==> config.mk <==
export PLATFORM = sky130hd
export DESIGN_NAME = imu_event_frame_assembler
export DESIGN_NICKNAME = d
export VERILOG_FILES = /design/src/rtl/iefa_pkg.sv /design/src/rtl/imu_event_frame_assembler.sv
export SDC_FILE = /design/constraint.sdc
export NUM_CORES = 2
export LEC_CHECK = 0
export CORE_MARGIN = 4
export CORE_UTILIZATION = 59
export CTS_CLUSTER_SIZE = 16
export DETAILED_ROUTE_END_ITERATION = 7
export DONT_BUFFER_PORTS = 1
export PLACE_DENSITY = 0.78
export SYNTH_ARGS = -nofsm -noshare
export SYNTH_HDL_FRONTEND = slang
export SYNTH_SLANG_ARGS = --single-unit
==> constraint.sdc <==
create_clock -name clk -period 10.8 [get_ports clk]
set_clock_uncertainty 0.1 [all_clocks]
set_input_delay 2.16 -clock clk [delete_from_list [all_inputs] [get_ports clk]]
set_output_delay 2.16 -clock clk [all_outputs]
set_load 0.05 [all_outputs]
==> src/rtl/iefa_pkg.sv <==
// Package for the IMU event frame assembler: beat types, register map,
// frame slot constants and the fixed-point scale tables.
// Self-contained; imported by imu_event_frame_assembler.
`timescale 1ns / 1ps
`default_nettype none

package iefa_pkg;

    // Frame layout.
    localparam int FRAME_SLOTS = 9;
    localparam int AXIS_SLOTS  = 6;
    localparam int FRAC_BITS   = 16;

    localparam logic [3:0] SLOT_FIRST    = 4'd0;
    localparam logic [3:0] SLOT_STAMP_HI = 4'(AXIS_SLOTS);
    localparam logic [3:0] SLOT_STAMP_LO = 4'(AXIS_SLOTS + 1);
    localparam logic [3:0] SLOT_COUNT    = 4'(FRAME_SLOTS - 1);

    // Axis slots whose value is negated on top of its own sign.
    localparam logic [2:0] SLOT_ACCEL_X = 3'd0;
    localparam logic [2:0] SLOT_RATE_X  = 3'd3;

    // Register map, indexed by paddr[3:2].
    localparam int          ADDR_W          = 4;
    localparam logic [1:0] REG_ACCEL_RANGE = 2'd0;
    localparam logic [1:0] REG_GYRO_RANGE  = 2'd1;
    localparam logic [1:0] REG_GROUP_DELAY = 2'd2;

    localparam logic [1:0]  ACCEL_CODE_RESET = 2'd3;
    localparam logic [2:0]  GYRO_CODE_RESET  = 3'd0;
    localparam logic [2:0]  GYRO_CODE_MAX    = 3'd4;

    // Scaling: magnitude = (m * Q + 2^(S-1)) >> S with Q = ceil(K * 2^S),
    // K being the exact per-LSB factor. S = 70 - FRAC_BITS keeps every Q
    // within 64 bits and the rounding error below the spacing of the
    // exact quotients, so the result equals the round-half-up quotient.
    localparam int          SCALE_SHIFT = 70 - FRAC_BITS;
    localparam int          PROD_W      = 80;
    localparam logic [PROD_W-1:0] SCALE_ROUND = PROD_W'(1) << (SCALE_SHIFT - 1);

    // Accelerometer: K = 9.80665 * g * 2^F / 32768, g = 3 << code.
    localparam logic [127:0] ACC_DEN = 128'd100000;
    localparam logic [127:0] ACC_NUM = 128'd980665 << 55;
    localparam logic [63:0] ACC_Q0 = 64'((ACC_NUM * 128'd3 + ACC_DEN - 128'd1) / ACC_DEN);
    localparam logic [63:0] ACC_Q1 = 64'((ACC_NUM * 128'd6 + ACC_DEN - 128'd1) / ACC_DEN);
    localparam logic [63:0] ACC_Q2 = 64'((ACC_NUM * 128'd12 + ACC_DEN - 128'd1) / ACC_DEN);
    localparam logic [63:0] ACC_Q3 = 64'((ACC_NUM * 128'd24 + ACC_DEN - 128'd1) / ACC_DEN);

    // Gyroscope: K = dps * pi * 2^F / (180 * (32768 + c)), pi with 36
    // fraction bits, dps = 2000 >> c.
    localparam logic [127:0] PI_Q36  = 128'h3243F6A888;
    localparam logic [127:0] GYR_NUM = PI_Q36 << 34;
    localparam logic [127:0] GYR_D0  = 128'd180 * 128'd32768;
    localparam logic [127:0] GYR_D1  = 128'd180 * 128'd32769;
    localparam logic [127:0] GYR_D2  = 128'd180 * 128'd32770;
    localparam logic [127:0] GYR_D3  = 128'd180 * 128'd32771;
    localparam logic [127:0] GYR_D4  = 128'd180 * 128'd32772;
    localparam logic [63:0] GYR_Q0 = 64'((GYR_NUM * 128'd2000 + GYR_D0 - 128'd1) / GYR_D0);
    localparam logic [63:0] GYR_Q1 = 64'((GYR_NUM * 128'd1000 + GYR_D1 - 128'd1) / GYR_D1);
    localparam logic [63:0] GYR_Q2 = 64'((GYR_NUM * 128'd500 + GYR_D2 - 128'd1) / GYR_D2);
    localparam logic [63:0] GYR_Q3 = 64'((GYR_NUM * 128'd250 + GYR_D3 - 128'd1) / GYR_D3);
    localparam logic [63:0] GYR_Q4 = 64'((GYR_NUM * 128'd125 + GYR_D4 - 128'd1) / GYR_D4);

    // Input beat.
    typedef struct packed {
        logic               is_sync;
        logic signed [31:0] event_value;
    } evt_t;

    // Output beat: one assembled frame.
    typedef struct packed {
        logic signed [31:0] accel_x;
        logic signed [31:0] accel_y;
        logic signed [31:0] accel_z;
        logic signed [31:0] rate_x;
        logic signed [31:0] rate_y;
        logic signed [31:0] rate_z;
        logic [63:0]        stamp;
        logic [31:0]        sample_count;
        logic               count_gap;
        logic [31:0]        lost_frames;
    } rec_t;

    // Scale pipeline, first stage: operands of the multiply.
    typedef struct packed {
        logic [2:0]  slot;
        logic        negative;
        logic [15:0] mag_in;
        logic [63:0] factor;
    } scale_op_t;

    // Scale pipeline, second stage: partial products.
    typedef struct packed {
        logic [2:0]  slot;
        logic        negative;
        logic [47:0] prod_hi;
        logic [47:0] prod_lo;
    } scale_prod_t;

    // Scale factor for an accelerometer range code.
    function automatic logic [63:0] accel_factor(input logic [1:0] code);
        logic [63:0] q;
        case (code)
            2'd0:    q = ACC_Q0;
            2'd1:    q = ACC_Q1;
            2'd2:    q = ACC_Q2;
            2'd3:    q = ACC_Q3;
            default: q = ACC_Q3;
        endcase
        return q;
    endfunction

    // Scale factor for a gyro range code; codes above four act as four.
    function automatic logic [63:0] gyro_factor(input logic [2:0] code);
        logic [63:0] q;
        case (code)
            3'd0:    q = GYR_Q0;
            3'd1:    q = GYR_Q1;
            3'd2:    q = GYR_Q2;
            3'd3:    q = GYR_Q3;
            default: q = GYR_Q4;
        endcase
        return q;
    endfunction

endpackage

`default_nettype wire

==> src/rtl/imu_event_frame_assembler.sv <==
// IMU event frame assembler: collects nine data beats into one frame record,
// scaling the six axis values to fixed point on the way in.
// Depends on iefa_pkg.
`timescale 1ns / 1ps
`default_nettype none

//  channel | signals                          | beat
//  --------+----------------------------------+------------------------------
//  events  | evt_valid, evt_ready, evt        | sync marker or data value
//  records | rec_valid, rec_ready, rec        | one assembled frame
//  config  | psel, penable, pwrite, paddr,    | range codes, group delay
//          | pwdata, prdata, pready           |
//
// One event beat is taken per cycle. An axis value passes a three-stage
// scale pipeline (factor select, two 16x32 partial products, round and
// saturate) and lands in the axis store by way of s0_reg and s1_reg.
// The record register loads on the edge that takes the count beat.
// Reset returns the slot counter, counters and range registers to defaults.
// Events stall only while the frame sits on its count slot and the previous
// record is still waiting; any beat, sync or data, waits in that cycle.

module imu_event_frame_assembler
(
    input  wire               clk,
    input  wire               rst_n,
    input  wire               evt_valid,
    output logic              evt_ready,
    input  wire iefa_pkg::evt_t evt,
    output logic              rec_valid,
    input  wire               rec_ready,
    output iefa_pkg::rec_t    rec,
    input  wire               psel,
    input  wire               penable,
    input  wire               pwrite,
    input  wire  [iefa_pkg::ADDR_W-1:0] paddr,
    input  wire  [31:0]       pwdata,
    output logic [31:0]       prdata,
    output logic              pready
);

    import iefa_pkg::*;

    // Configuration registers.
    logic [1:0]  accel_code_reg;
    logic [2:0]  gyro_code_reg;
    logic [30:0] group_delay_reg;

    // Frame state.
    logic [3:0]  slot_index_reg;
    logic [3:0]  slot_index_next;
    logic [31:0] axis_store_reg [AXIS_SLOTS];
    logic [31:0] stamp_high_reg;
    logic [31:0] stamp_low_reg;
    logic [31:0] previous_count_reg;
    logic [31:0] previous_count_next;
    logic [31:0] lost_total_reg;
    logic [31:0] lost_total_next;

    // Scale pipeline.
    logic        s0_valid_reg;
    logic        s0_valid_next;
    scale_op_t   s0_reg;
    scale_op_t   s0_next;
    logic        s1_valid_reg;
    scale_prod_t s1_reg;
    logic [PROD_W-1:0] scaled_sum;
    logic [PROD_W-1:0] scaled_mag;
    logic [31:0]       scaled_value;

    // Output register.
    logic        rec_valid_reg;
    logic        rec_valid_next;
    rec_t        rec_reg;
    rec_t        rec_next;

    // Beat decode.
    logic        evt_fire;
    logic        data_fire;
    logic        sync_fire;
    logic        count_fire;
    logic        cfg_write;
    logic [15:0] low_bits;
    logic        low_negative;
    logic [2:0]  axis_slot;
    logic        axis_flip;

    assign pready    = 1'b1;
    assign evt_ready = !(slot_index_reg == SLOT_COUNT && rec_valid_reg && !rec_ready);
    assign evt_fire  = evt_valid && evt_ready;
    assign data_fire = evt_fire && !evt.is_sync;
    assign sync_fire = evt_fire && evt.is_sync;
    assign count_fire = data_fire && (slot_index_reg == SLOT_COUNT);
    assign cfg_write = psel && penable && pwrite && pready;

    assign rec_valid = rec_valid_reg;
    assign rec       = rec_reg;

    // Register writes.
    always_ff @(posedge clk or negedge rst_n)
    begin
        if (!rst_n)
        begin
            accel_code_reg  <= ACCEL_CODE_RESET;
            gyro_code_reg   <= GYRO_CODE_RESET;
            group_delay_reg <= '0;
        end
        else if (cfg_write)
        begin
            case (paddr[3:2])
                REG_ACCEL_RANGE: accel_code_reg  <= pwdata[1:0];
                REG_GYRO_RANGE:  gyro_code_reg   <= pwdata[2:0];
                REG_GROUP_DELAY: group_delay_reg <= pwdata[30:0];
                default:         ;
            endcase
        end
    end

    // Register reads.
    always_comb
    begin
        case (paddr[3:2])
            REG_ACCEL_RANGE: prdata = {30'd0, accel_code_reg};
            REG_GYRO_RANGE:  prdata = {29'd0, gyro_code_reg};
            REG_GROUP_DELAY: prdata = {1'b0, group_delay_reg};
            default:         prdata = '0;
        endcase
    end

    // First scale stage: magnitude of the low half-word, sign and factor.
    always_comb
    begin
        low_bits     = evt.event_value[15:0];
        low_negative = low_bits[15];
        axis_slot    = slot_index_reg[2:0];
        axis_flip    = (axis_slot == SLOT_ACCEL_X) || (axis_slot == SLOT_RATE_X);

        s0_valid_next   = data_fire && (slot_index_reg < SLOT_STAMP_HI);
        s0_next.slot    = axis_slot;
        s0_next.negative = low_negative ^ axis_flip;
        s0_next.mag_in  = low_negative ? (~low_bits + 16'd1) : low_bits;
        if (slot_index_reg < 4'(SLOT_RATE_X))
        begin
            s0_next.factor = accel_factor(accel_code_reg);
        end
        else
        begin
            s0_next.factor = gyro_factor(gyro_code_reg);
        end
    end

    // Scale pipeline registers; the pipeline never stalls.
    always_ff @(posedge clk or negedge rst_n)
    begin
        if (!rst_n)
        begin
            s0_valid_reg <= 1'b0;
            s1_valid_reg <= 1'b0;
        end
        else
        begin
            s0_valid_reg <= s0_valid_next;
            s1_valid_reg <= s0_valid_reg;
        end
    end

    always_ff @(posedge clk)
    begin
        s0_reg          <= s0_next;
        s1_reg.slot     <= s0_reg.slot;
        s1_reg.negative <= s0_reg.negative;
        s1_reg.prod_hi  <= 48'(s0_reg.mag_in) * 48'(s0_reg.factor[63:32]);
        s1_reg.prod_lo  <= 48'(s0_reg.mag_in) * 48'(s0_reg.factor[31:0]);
    end

    // Last scale stage: sum the partial products, round, saturate, sign.
    always_comb
    begin
        scaled_sum = {s1_reg.prod_hi, 32'd0} + PROD_W'(s1_reg.prod_lo) + SCALE_ROUND;
        scaled_mag = scaled_sum >> SCALE_SHIFT;
        if (s1_reg.negative)
        begin
            if (scaled_mag > PROD_W'(32'h8000_0000))
            begin
                scaled_value = 32'h8000_0000;
            end
            else
            begin
                scaled_value = 32'd0 - scaled_mag[31:0];
            end
        end
        else
        begin
            if (scaled_mag > PROD_W'(32'h7FFF_FFFF))
            begin
                scaled_value = 32'h7FFF_FFFF;
            end
            else
            begin
                scaled_value = scaled_mag[31:0];
            end
        end
    end

    // Axis store and timestamp words.
    always_ff @(posedge clk)
    begin
        if (s1_valid_reg)
        begin
            axis_store_reg[s1_reg.slot] <= scaled_value;
        end
        if (data_fire && slot_index_reg == SLOT_STAMP_HI)
        begin
            stamp_high_reg <= evt.event_value;
        end
        if (data_fire && slot_index_reg == SLOT_STAMP_LO)
        begin
            stamp_low_reg <= evt.event_value;
        end
    end

    // Slot counter, count history and lost-frame counter.
    always_comb
    begin
        slot_index_next     = slot_index_reg;
        previous_count_next = previous_count_reg;
        lost_total_next     = lost_total_reg;
        if (sync_fire && slot_index_reg != SLOT_FIRST)
        begin
            slot_index_next = SLOT_FIRST;
            if (lost_total_reg != 32'hFFFF_FFFF)
            begin
                lost_total_next = lost_total_reg + 32'd1;
            end
        end
        else if (count_fire)
        begin
            slot_index_next     = SLOT_FIRST;
            previous_count_next = evt.event_value;
        end
        else if (data_fire)
        begin
            slot_index_next = slot_index_reg + 4'd1;
        end
    end

    always_ff @(posedge clk or negedge rst_n)
    begin
        if (!rst_n)
        begin
            slot_index_reg     <= SLOT_FIRST;
            previous_count_reg <= '0;
            lost_total_reg     <= '0;
        end
        else
        begin
            slot_index_reg     <= slot_index_next;
            previous_count_reg <= previous_count_next;
            lost_total_reg     <= lost_total_next;
        end
    end

    // Record assembly on the count beat.
    always_comb
    begin
        rec_next.accel_x      = axis_store_reg[0];
        rec_next.accel_y      = axis_store_reg[1];
        rec_next.accel_z      = axis_store_reg[2];
        rec_next.rate_x       = axis_store_reg[3];
        rec_next.rate_y       = axis_store_reg[4];
        rec_next.rate_z       = axis_store_reg[5];
        rec_next.stamp        = {stamp_high_reg, stamp_low_reg} - 64'(group_delay_reg);
        rec_next.sample_count = evt.event_value;
        rec_next.count_gap    = (previous_count_reg != 32'd0)
                             && (evt.event_value != previous_count_reg + 32'd1);
        rec_next.lost_frames  = lost_total_reg;

        if (count_fire)
        begin
            rec_valid_next = 1'b1;
        end
        else if (rec_ready)
        begin
            rec_valid_next = 1'b0;
        end
        else
        begin
            rec_valid_next = rec_valid_reg;
        end
    end

    always_ff @(posedge clk or negedge rst_n)
    begin
        if (!rst_n)
        begin
            rec_valid_reg <= 1'b0;
        end
        else
        begin
            rec_valid_reg <= rec_valid_next;
        end
    end

    always_ff @(posedge clk)
    begin
        if (count_fire)
        begin
            rec_reg <= rec_next;
        end
    end

`ifndef ASSERT_OFF
    // The slot counter never runs past the count slot.
    assert property (@(posedge clk) disable iff (!rst_n)
        slot_index_reg <= SLOT_COUNT)
        else $error("slot counter out of range");

    // No scaled axis is still in flight when the frame is read out.
    assert property (@(posedge clk) disable iff (!rst_n)
        count_fire |-> (!s0_valid_reg && !s1_valid_reg))
        else $error("axis store read before scaling finished");

    // A count beat always presents a record on the next cycle.
    assert property (@(posedge clk) disable iff (!rst_n)
        count_fire |=> rec_valid_reg)
        else $error("count beat produced no record");

    // A sync marker always empties the frame.
    assert property (@(posedge clk) disable iff (!rst_n)
        sync_fire |=> (slot_index_reg == SLOT_FIRST))
        else $error("sync marker left a partial frame");

    // The lost-frame counter never goes down.
    assert property (@(posedge clk) disable iff (!rst_n)
        lost_total_reg >= $past(lost_total_reg))
        else $error("lost-frame counter decreased");
`endif

endmodule

`default_nettype wire

[Word level (Yosys, flattened, before mapping)]
Memory sizes are Yosys's and may differ from the RTL's. A register that Yosys moved wholly into a read port is not among the register bits.
Index checks and enable logic that the tools add are counted.
Storage, ports and cells
  flip-flop bits (word level): 484
  bits in writable memories: 192
  input bits: 76
  output and inout port bits: 356
  memories kept: 1
Memories
  axis_store_reg: words 6, bits a word 32, rd ports 6, clocked after Yosys merged registers in 6, wr ports 1, RTL line imu_event_frame_assembler.sv:51  | logic [31:0] axis_store_reg [AXIS_SLOTS];
Cells by class
  add/subtract/negate cells: 8
  multipliers: 2
  magnitude comparators: 4
  equal/unequal tests: 14
  muxes and demuxes: 15
  bitwise gates (word level): 3
  reduce and logical (&&, ||, !) cells: 30
Operators by type and width (count)
  $pmux W64 S4: 1
  $pmux W61 S4: 1
  $mul A16 B32 Y48: 2
  $pmux W31 S3: 1
  $add A80 B48 Y80: 1
  $add A80 B54 Y80 const B: 1
  $add A32 B1 Y32 const B: 2
  $mux W32: 2
  $mux W64: 1
  $sub A64 B31 Y64: 1
  $gt A26 B32 Y1 const B: 1
  $ne A32 B32 Y1: 1
  $ne A32 B32 Y1 const B: 1
  $reduce_bool A32 Y1: 1
  $gt A26 B31 Y1 const B: 1
  $mux W31: 1
  $sub A1 B26 Y27 const A: 1
  $add A16 B1 Y16 const B: 1
  $not A16 Y16: 1
  $mux W15: 1
  $logic_and A1 B1 Y1: 13
  $mux W4: 3
  $reduce_and A2 Y1: 5
  $eq A3 B2 Y1 const B: 3
  18 further kinds: 29

[Logic depth before layout (Yosys ltp)]
  depth after elaboration: 9
  mapped depth: 28
  gate-level depth less buffers: 26

[Worst setup path after synthesis]
OpenSTA, ideal clock, no wires.
  kind: in2reg
  start point: input evt[32] in the netlist's numbering
  end point: register previous_count_reg[31]
  library setup time: 0.109 ns
  data arrival time: 12.302 ns
  path slack: -1.711 ns
  cell stages on the path: 4
  buffers on the path: 1
  path through: nand2b_1 > nor3_1 > clkbuf_1 > mux2_2
On the way
  longest elaborated chain between the ends: 4
  elaborated cells on any way between the ends: 7
Ends and longest elaborated chain
  start: declaration: RTL line imu_event_frame_assembler.sv:28  | input wire iefa_pkg::evt_t evt,
  $logic_not A1 Y1: RTL line imu_event_frame_assembler.sv:90  | assign data_fire = evt_fire && !evt.is_sync;
  $logic_and A1 B1 Y1: RTL line imu_event_frame_assembler.sv:90
  $logic_and A1 B1 Y1: RTL line imu_event_frame_assembler.sv:92  | assign count_fire = data_fire && (slot_index_reg == SLOT_COUNT);
  net count_fire: RTL line imu_event_frame_assembler.sv:80  | logic count_fire;
  $reduce_and A2 Y1 (no line)
  end signal: assignment: RTL line imu_event_frame_assembler.sv:257  | previous_count_reg <= previous_count_next;
  end: declaration: RTL line imu_event_frame_assembler.sv:54  | logic [31:0] previous_count_reg;
The timed path passes the listed nets, and every way through them passes these cells.
A chain may end at the register's enable or synchronous reset.

[Worst setup path after layout]
  start point: register s0_reg[79] in the netlist's numbering
  end point: register s1_reg[46] in the netlist's numbering
On the way
  longest elaborated chain between the ends: 1
Ends and longest elaborated chain
  start: declaration: RTL line imu_event_frame_assembler.sv:62  | scale_op_t s0_reg;
  start signal: assignment: RTL line imu_event_frame_assembler.sv:168  | s0_reg <= s0_next;
  $mul A16 B32 Y48: RTL line imu_event_frame_assembler.sv:172  | s1_reg.prod_lo <= 48'(s0_reg.mag_in) * 48'(s0_reg.factor[31:0]);
  end: declaration: RTL line imu_event_frame_assembler.sv:65  | scale_prod_t s1_reg;
Every way passes these cells.

==> reports/metrics.csv <==
metric;value;unit
ys_seq_area_share;35.49;%
wirelength;146800;um
antenna_found_initial;6;
synth_edf_count;517;
antenna_left;0;
worstReg2RegEnd;s1_reg[46];
cp_max_fo;42;
outcome;finished, final reports clean;
die_h;325.5;um
hold_viol_final;0;
cts_buffers;78;
h-tree-depth;3;
rsz0062_at_grt;no;
worstMarginPinSlew;1.179;ns
cts_resized;0;
finalCritPeriodShare;77.78;%
drtIter0Drc;3223;
crit_path_top_delay_cell;dfxtp_2;
die_width;325.5;um
yosys-mux-area-fraction;0.7280;%
grt_first_pass_wirelength;232200;um
first_global_vias;41090;
netlist_area;59470;um2
drcViolationCount;0;
avgViaCountPerCell;5.801;
synth_nets;6683;
rows;116;
yosys_register_bits;769;
hold_path_depth;0;
crit_path_frequent_cell;fa_1;
worstSkewPairLatency;0.66;ns
clock_path_buffers;3;
grt-ovfl-total;0;
crit_end;s1_reg[46];
clk_pin_slew;0.07;ns
synthSimpleGateAreaFrac;13.23;%
period_needed;8.400;ns
drt_first_pass_iters;6;
rr_startpoint;s0_reg[79];
avgRoutedWirePerCell;21.78;um
gp_congestion;0.9412;
num_io_pins;432;
synth_compound_area_share;4.730;%
synth-xor-area-share;3.608;%
hold_path.class;reg -> reg;
finalSetupTns;0;ns
crit_arrival;8.86;ns
cp_top_family;adder cells;
cpPeakStageDelay;0.96;ns
tritoncts;built;
rrSetupSlack;2.40;ns
start_util;59.47;%
startpoint;s0_reg[79];
synth_ff_type;edfxtp_1;
nets;6579;
syn_area_per_cell;10.85;um2
vias;39110;
path_cells;buf_4 -> and2_1 -> fa_1 -> fa_1 -> fa_1 -> fa_1 -> fa_1 -> inv_1 -> fa_1 -> inv_1 -> ha_1 -> a21oi_1 -> o21ai_0 -> o2111ai_1 -> a21oi_1 -> a211oi_1 -> a211oi_1 -> nor2_1 -> o31ai_1 -> a21bo_2 -> a21oi_1 -> xnor2_1;
drive_above_1_share;4.851;%
maxCapViolations;0;
cts_hold_buf;0;
start_kind;register;
coreArea;100000;um2
setup_viol;0;
syn_inst;5482;
crit_path_end_kind;register;
grt_start_max_net_pins;159;
relSlewSlack;20.89;%
dpl.hpwl;107300;um
clkSinkCount;769;
finalMaxSlewViolations;0;
async_flop_share;13.91;%
synth_top_family_by_area;adder cells;
hold_ws;0.2186;ns
cp.depth;22;
yosysWarningCount;0;
place_inst;6596;
required;11.25;ns
fin_cells;6742;
path_buf_inv;3;
largest_reg_flops;291;
synthAdderAreaFrac;34.03;%
path_class;reg -> reg;
cts_setup_buffers;0;
max_freq;119.0;MHz
yosysUniqueCellTypes;79;
area_growth;6.356;%
r2r_cells;22;
die_area;105900;um2
io_buffers;0;
cts-root-buf;clkbuf_16;
track_usage;28.13;%
## routing by layer
metal,share of wire [%],vias up,track usage [%]
met5,0.018,-,0
met4,5.6,4,13.95
met3,8.7,476,4.997
met2,48,2030,46.72
li1,-,16970,-
met1,37,19640,35.95
## cells by family (layout without fill, tap and decap cells)
logic type      count (synthesis)  count (layout)
simple gates                 1589            1589
buf+inv                      1261            1221
fa+ha+maj                    1125            1125
flops                         769             769
compound gates                452             452
xor+xnor                      245             245
mux                            39              39
other cells                     2               4
## worst min-delay path by stage
stage	from	to
final	s0_reg[81]	s1_reg[97]
after CTS	s0_reg[81]	s1_reg[97]
after global placement	s0_reg[82]	s1_reg[98]
after detailed placement	s0_reg[80]	s1_reg[96]
after floorplan	s0_reg[80]	s1_reg[96]
after global routing	s0_reg[83]	s1_reg[99]
## area by class of cell
type / instances / area (um2)
flip-flops and latches: 769 / 21130
repair buffers: 57 / 515.5
well taps: 1298 / 1624
fillers: 7475 / 36750
clock buffers: 102 / 2115
inverters: 1020 / 3829
multi-input cells: 3452 / 33540
clock inverters: 42 / 489.2
diodes: 2 / 5.005
## layout by cell type, fill, tap and decap left out, drive strengths merged, types with 17 or more instances in the layout
master | Yosys | final
a21o | 46 | 46
a21oi | 126 | 126
and2 | 431 | 431
and3 | 26 | 26
buf | 35 | 57
clkbuf | 206 | 102
clkinv | 1 | 30
dfrtp | 105 | 105
dfxtp | 145 | 145
edfxtp | 517 | 517
fa | 821 | 821
ha | 304 | 304
inv | 1019 | 1023
mux2 | 34 | 34
nand2 | 713 | 713
nand2b | 19 | 19
nand3 | 74 | 74
nand4 | 36 | 36
nor2 | 137 | 137
nor2b | 17 | 17
nor3 | 40 | 40
nor4 | 22 | 22
o21ai | 130 | 130
o21bai | 22 | 22
o31ai | 17 | 17
or3 | 19 | 19
xnor2 | 174 | 174
xor2 | 71 | 71
## metrics by stage
step,utilization [%],area [um2],setup slack (ns)
2_1_floorplan,-,59470,3.073
3_3_place_gp,60.64,60640,2.591
3_5_place_dp,60.64,60640,2.547
4_1_cts,63.24,63240,2.557
5_1_grt,63.24,63240,2.094
6_report,63.25,63250,2.400
## cells in the mapped netlist (all sizes together) (10+ instances only)
cell    instances  area [um2]
nor2b          17       106.4
buf            35       252.7
nor3           40       205.2
nor3b          10       75.07
ha            304        3804
clkbuf        206       773.2
a211oi         16       125.1
and2          431        2696
nand3          74       370.4
xnor2         174        1524
a31oi          15       93.84
and3           26       162.7
or3            19       148.9
o21bai         22       165.2
o21a           14       105.1
nand2         713        2679
dfxtp         145        2903
edfxtp        517       15520
mux2           34       382.9
nor4           22       165.2
inv          1019        3825
a21oi         126       630.6
fa            821       16440
nand2b         19       118.9
dfrtp         105        2628
nor2          137       530.5
a21o           46       345.3
o21ai         130       650.6
xor2           71       621.9
nand4          36       225.2
o31ai          17       127.6
Power is not shown: default switching activity piles up to over one toggle a cycle in this logic, so the estimate is an artifact.
